==> src/plhsm_ram.sv <==
// ----------------------------------------------------------------------------
// plhsm_ram: generic single write, single read memory
// One write port, one read port with registered read data held while idle.
// ----------------------------------------------------------------------------
module plhsm_ram #(
	parameter int WIDTH = 8,
	parameter int DEPTH = 64
) (
	input  logic                     clk,
	input  logic                     we,
	input  logic [$clog2(DEPTH)-1:0] waddr,
	input  logic [WIDTH-1:0]         wdata,
	input  logic                     re,
	input  logic [$clog2(DEPTH)-1:0] raddr,
	output logic [WIDTH-1:0]         rdata
);

	logic [WIDTH-1:0] mem_q [DEPTH];
	logic [WIDTH-1:0] rdata_q;

	// Write port
	always_ff @(posedge clk) begin
		if (we) begin
			mem_q[waddr] <= wdata;
		end
	end

	// Registered read, hold when not enabled
	always_ff @(posedge clk) begin
		if (re) begin
			rdata_q <= mem_q[raddr];
		end
	end

	assign rdata = rdata_q;

endmodule

==> config.mk <==
export PLATFORM = sky130hd
export DESIGN_NAME = plhsm_ram
export DESIGN_NICKNAME = d
export VERILOG_FILES = /design/src/plhsm_ram.sv
export SDC_FILE = /design/constraint.sdc
export NUM_CORES = 1
export LEC_CHECK = 0
export ABC_CLOCK_PERIOD_IN_PS = 2850
export BUFFER_PORTS_ARGS = -buffer_cell sky130_fd_sc_hd__clkbuf_2
export CORE_MARGIN = 3
export CORE_UTILIZATION = 54
export DETAILED_ROUTE_END_ITERATION = 8
export HOLD_SLACK_MARGIN = 0.02
export PLACE_DENSITY = 0.7
export SETUP_SLACK_MARGIN = 0.1
export SLEW_MARGIN = 20
export SYNTH_ARGS = -nofsm -noshare
export SYNTH_HDL_FRONTEND = slang
export SYNTH_SLANG_ARGS = --single-unit
export TNS_END_PERCENT = 5
==> constraint.sdc <==
create_clock -name clk -period 2.85 [get_ports clk]
set_input_delay 0.4275 -clock clk [delete_from_list [all_inputs] [get_ports clk]]
set_output_delay 0.4275 -clock clk [all_outputs]
set_load 0.05 [all_outputs]
==> results.yml <==
status:
  outcome: "complete, no violations"
floorplanning:
  core_region_area_um2: 36790
  start_util_pct: 55.04
  die_w_um: 199.6
  io_pins: 31
  die_area_um2: 39850
  rows: 70
  die_h_um: 199.6
final_layout:
  mostFrequentLayoutCell: "edfxtp_1"
  finalNonFillerCells: 1583
  final_nets: 1099
  fillCellCount: 2483
  layout_common_cells: "520 x edfxtp_1, 126 x mux4_2, 99 x buf_4, 83 x nor2_1, 53 x clkbuf_16"
  utilization_pct: 63.19
  area_delta_synth_final_pct: 14.81
  diodes: 0
  drive_gt1_share_pct: 31.39
  final_design_area_no_fill_um2: 23240
power_and_ir_drop:
  max-vdd-ir-drop_uv: 704.3
  p_int_mw: 12.83
  p_leak_nw: 7.499
  total_power_mw: 16.07
  power_density_nw_per_um2: 691.3
  power_frac_comb_pct: 5.2
  switching_power_mw: 3.243
  p_clk_share_pct: 41.9
  swShare_pct: 20.18
  power_frac_seq_pct: 52.9
global_routing:
  grt_max_degree: 65
  grt_overflow: 0
  antenna_found_initial: 3
  groute.usage.overall_pct: 22.65
  grt_first_pass_wirelength_um: 65160
  grt_pass1_vias: 9924
place:
  port-buffer-count: 30
  dp_cells: 1492
  dpl_cell_area_um2: 21570
  post-dp-hpwl_um: 27580
  gp_congestion: 0.8519
detailed_routing:
  wl_per_cell_um: 27.65
  avgViaCountPerCell: 6.212
  postRouteAntennaNets: 0
  drc: 0
  drt_wl_total_um: 43770
  dr.pass1.iters: 5
  vias: 9833
  dr.first_iter.drc_count: 1074
sta:
  fmax_ghz: 0.4087
  setup_viol: 0
  worstMarginPinSlew_ns: 0.9952
  fin_crit_ns: 2.447
  rsz0062_at_grt: "no"
  fin_skew_ns: 0.02497
  max-slew-margin-rel_pct: 33.65
  timing_hold_violations_final: 0
  finalCritPeriodShare_pct: 85.85
  slew_violations: 0
yosys:
  syn_area_um2: 20250
  yosys_warnings: 0
  synth_nets: 963
  synth_area_per_cell_um2: 21.54
  ys_ff_latch: 520
  seq_area_frac_synth_pct: 77.12
  yosysUniqueCellTypes: 39
  syn_inst: 940
cts:
  hold_buffers: 0
  cts_resized: 0
  cts_buffers: 50
  cts_sinks: 520
  clk_path_buf_depth: 3
  clockRootBuffer: "clkbuf_16"
  cts_setup_buffers: 0
  clock_latency_ns: 0.57
  path_clk_slew_ns: 0.06
  h-tree-depth: 2
  cts_tree: "yes"
critical_path:
  crit_type: "flip-flop to flip-flop"
  worst-path-max-fanout: 1
  reg2reg_depth: 5
  required_ns: 3.15
  r2r-end: "rdata[6]"
  reg2reg_slack_ns: 0.40
  r2r-start: "mem_q[25][6]"
  critPathCaptureType: "flip-flop"
  crit_arrival_ns: 2.75
  crit_start: "mem_q[25][6]"
  start_kind: "flip-flop"
min_path:
  hold_path.class: "input port to flip-flop"
  min_to: "rdata[6]"
  worstHoldStart: "re"
  hold_depth: 1
run:
  drv_cap: 0
power by group through the flow:
| stage | clock network [mW] | registers (mW) | logic (mW) |
|---|---|---|---|
| after floorplan | 0 | 8.69 | 0.451 |
| after global placement | 0 | 8.67 | 0.824 |
| after detailed placement | 0 | 8.67 | 0.839 |
| after CTS | 6.85 | 8.51 | 0.841 |
| after global routing | 7.16 | 8.50 | 0.891 |
| final | 6.73 | 8.51 | 0.833 |
sequential cells by signal, indices dropped and copies added (netlist names):
| name | count |
|---|---|
| mem_q | 512 |
| rdata | 8 |
cell families (layout without fill, tap and decap cells):
| family | count (synthesis) | after routing | share of synthesized area [%] |
|---|---|---|---|
| DFF | 520 | 520 | 77.12 |
| muxes | 162 | 162 | 15.88 |
| and+or+nand+nor | 153 | 153 | 3.374 |
| AOI/OAI and AO/OA | 54 | 54 | 2.064 |
| buffers and inverters | 51 | 226 | 1.563 |
per-layer routing:
| layer | share of wire [%] | routed length (µm) | GRT usage [%] | up-vias |
|---|---|---|---|---|
| li1 | - | - | - | 4208 |
| met1 | 42 | 18300 | 33.64 | 5113 |
| met2 | 47 | 20560 | 34.01 | 418 |
| met3 | 7.9 | 3458 | 5.277 | 88 |
| met4 | 3.2 | 1403 | 7.444 | 6 |
| met5 | 0.11 | 47 | 0 | - |
worst max-delay path, cell delays in order, from the launching register on:
cell	delay, ns
edfxtp_1	0.43
mux4_2	0.51
mux2_2	0.30
o221a_2	0.28
nor3_1	0.51
o32ai_1	0.17
cell usage after synthesis:
library cell,n,area [µm²]
a2111oi_0,2,17.52
a221oi_1,6,52.55
nor3_1,7,35.03
clkbuf_1,17,63.81
a31oi_1,1,6.260
edfxtp_1,520,15610
buf_6,4,45.04
o2111ai_1,3,26.28
a22oi_1,3,22.52
nor2_1,83,311.6
o41ai_1,2,17.52
o32ai_1,2,17.52
nand2_1,19,71.32
or3_1,1,6.260
o2bb2ai_1,3,26.28
o21a_1,2,15.01
buf_4,13,97.59
buf_1,4,15.01
nand4_1,2,12.51
nor4_1,2,12.51
o221a_2,2,22.52
o22ai_1,8,50.05
o221ai_1,8,70.07
mux2i_1,23,230.2
a211oi_1,4,30.03
mux4_2,126,2838
o21ai_1,2,10.01
nand3b_1,3,22.52
o21ai_0,2,10.01
and2_1,1,6.260
a21oi_1,3,15.01
nand3_1,13,65.06
mux2_2,13,146.4
buf_2,11,55.05
nand4b_1,1,8.760
nand2b_1,7,43.79
nor2b_1,14,87.58
buf_12,2,40.04
o311ai_1,1,8.760
through the flow:
step	setup WS, ns	setup TNS [ns]	hold WS [ns]
2_1_floorplan	0.6162	0	0.5264
3_3_place_gp	-0.08183	-0.08183	0.8869
3_5_place_dp	-0.03966	-0.03966	0.8872
4_1_cts	0.4107	0	0.2926
5_1_grt	0.3837	0	0.2908
6_report	0.4031	0	0.3095
layout make-up:
cell class / count / area (µm²) / share of cell area [%]
clock buffers: 65 / 1371 / 5.899
clock inverters: 26 / 305.3 / 1.313
multi-input cells: 369 / 4315 / 18.56
flip-flops and latches: 520 / 15620 / 67.18
well taps: 468 / 585.6 / 2.519
repair buffers: 135 / 1052 / 4.527
how the worst max path moves through the flow:
stage | endpoint | slack, ns
after floorplan | rdata[3] | 0.62
after global placement | rdata[5] | -0.08
after detailed placement | rdata[5] | -0.04
after CTS | rdata[6] | 0.41
after global routing | rdata[6] | 0.38
final | rdata[6] | 0.40
No activity file was read; power rests on OpenSTA's default activity.
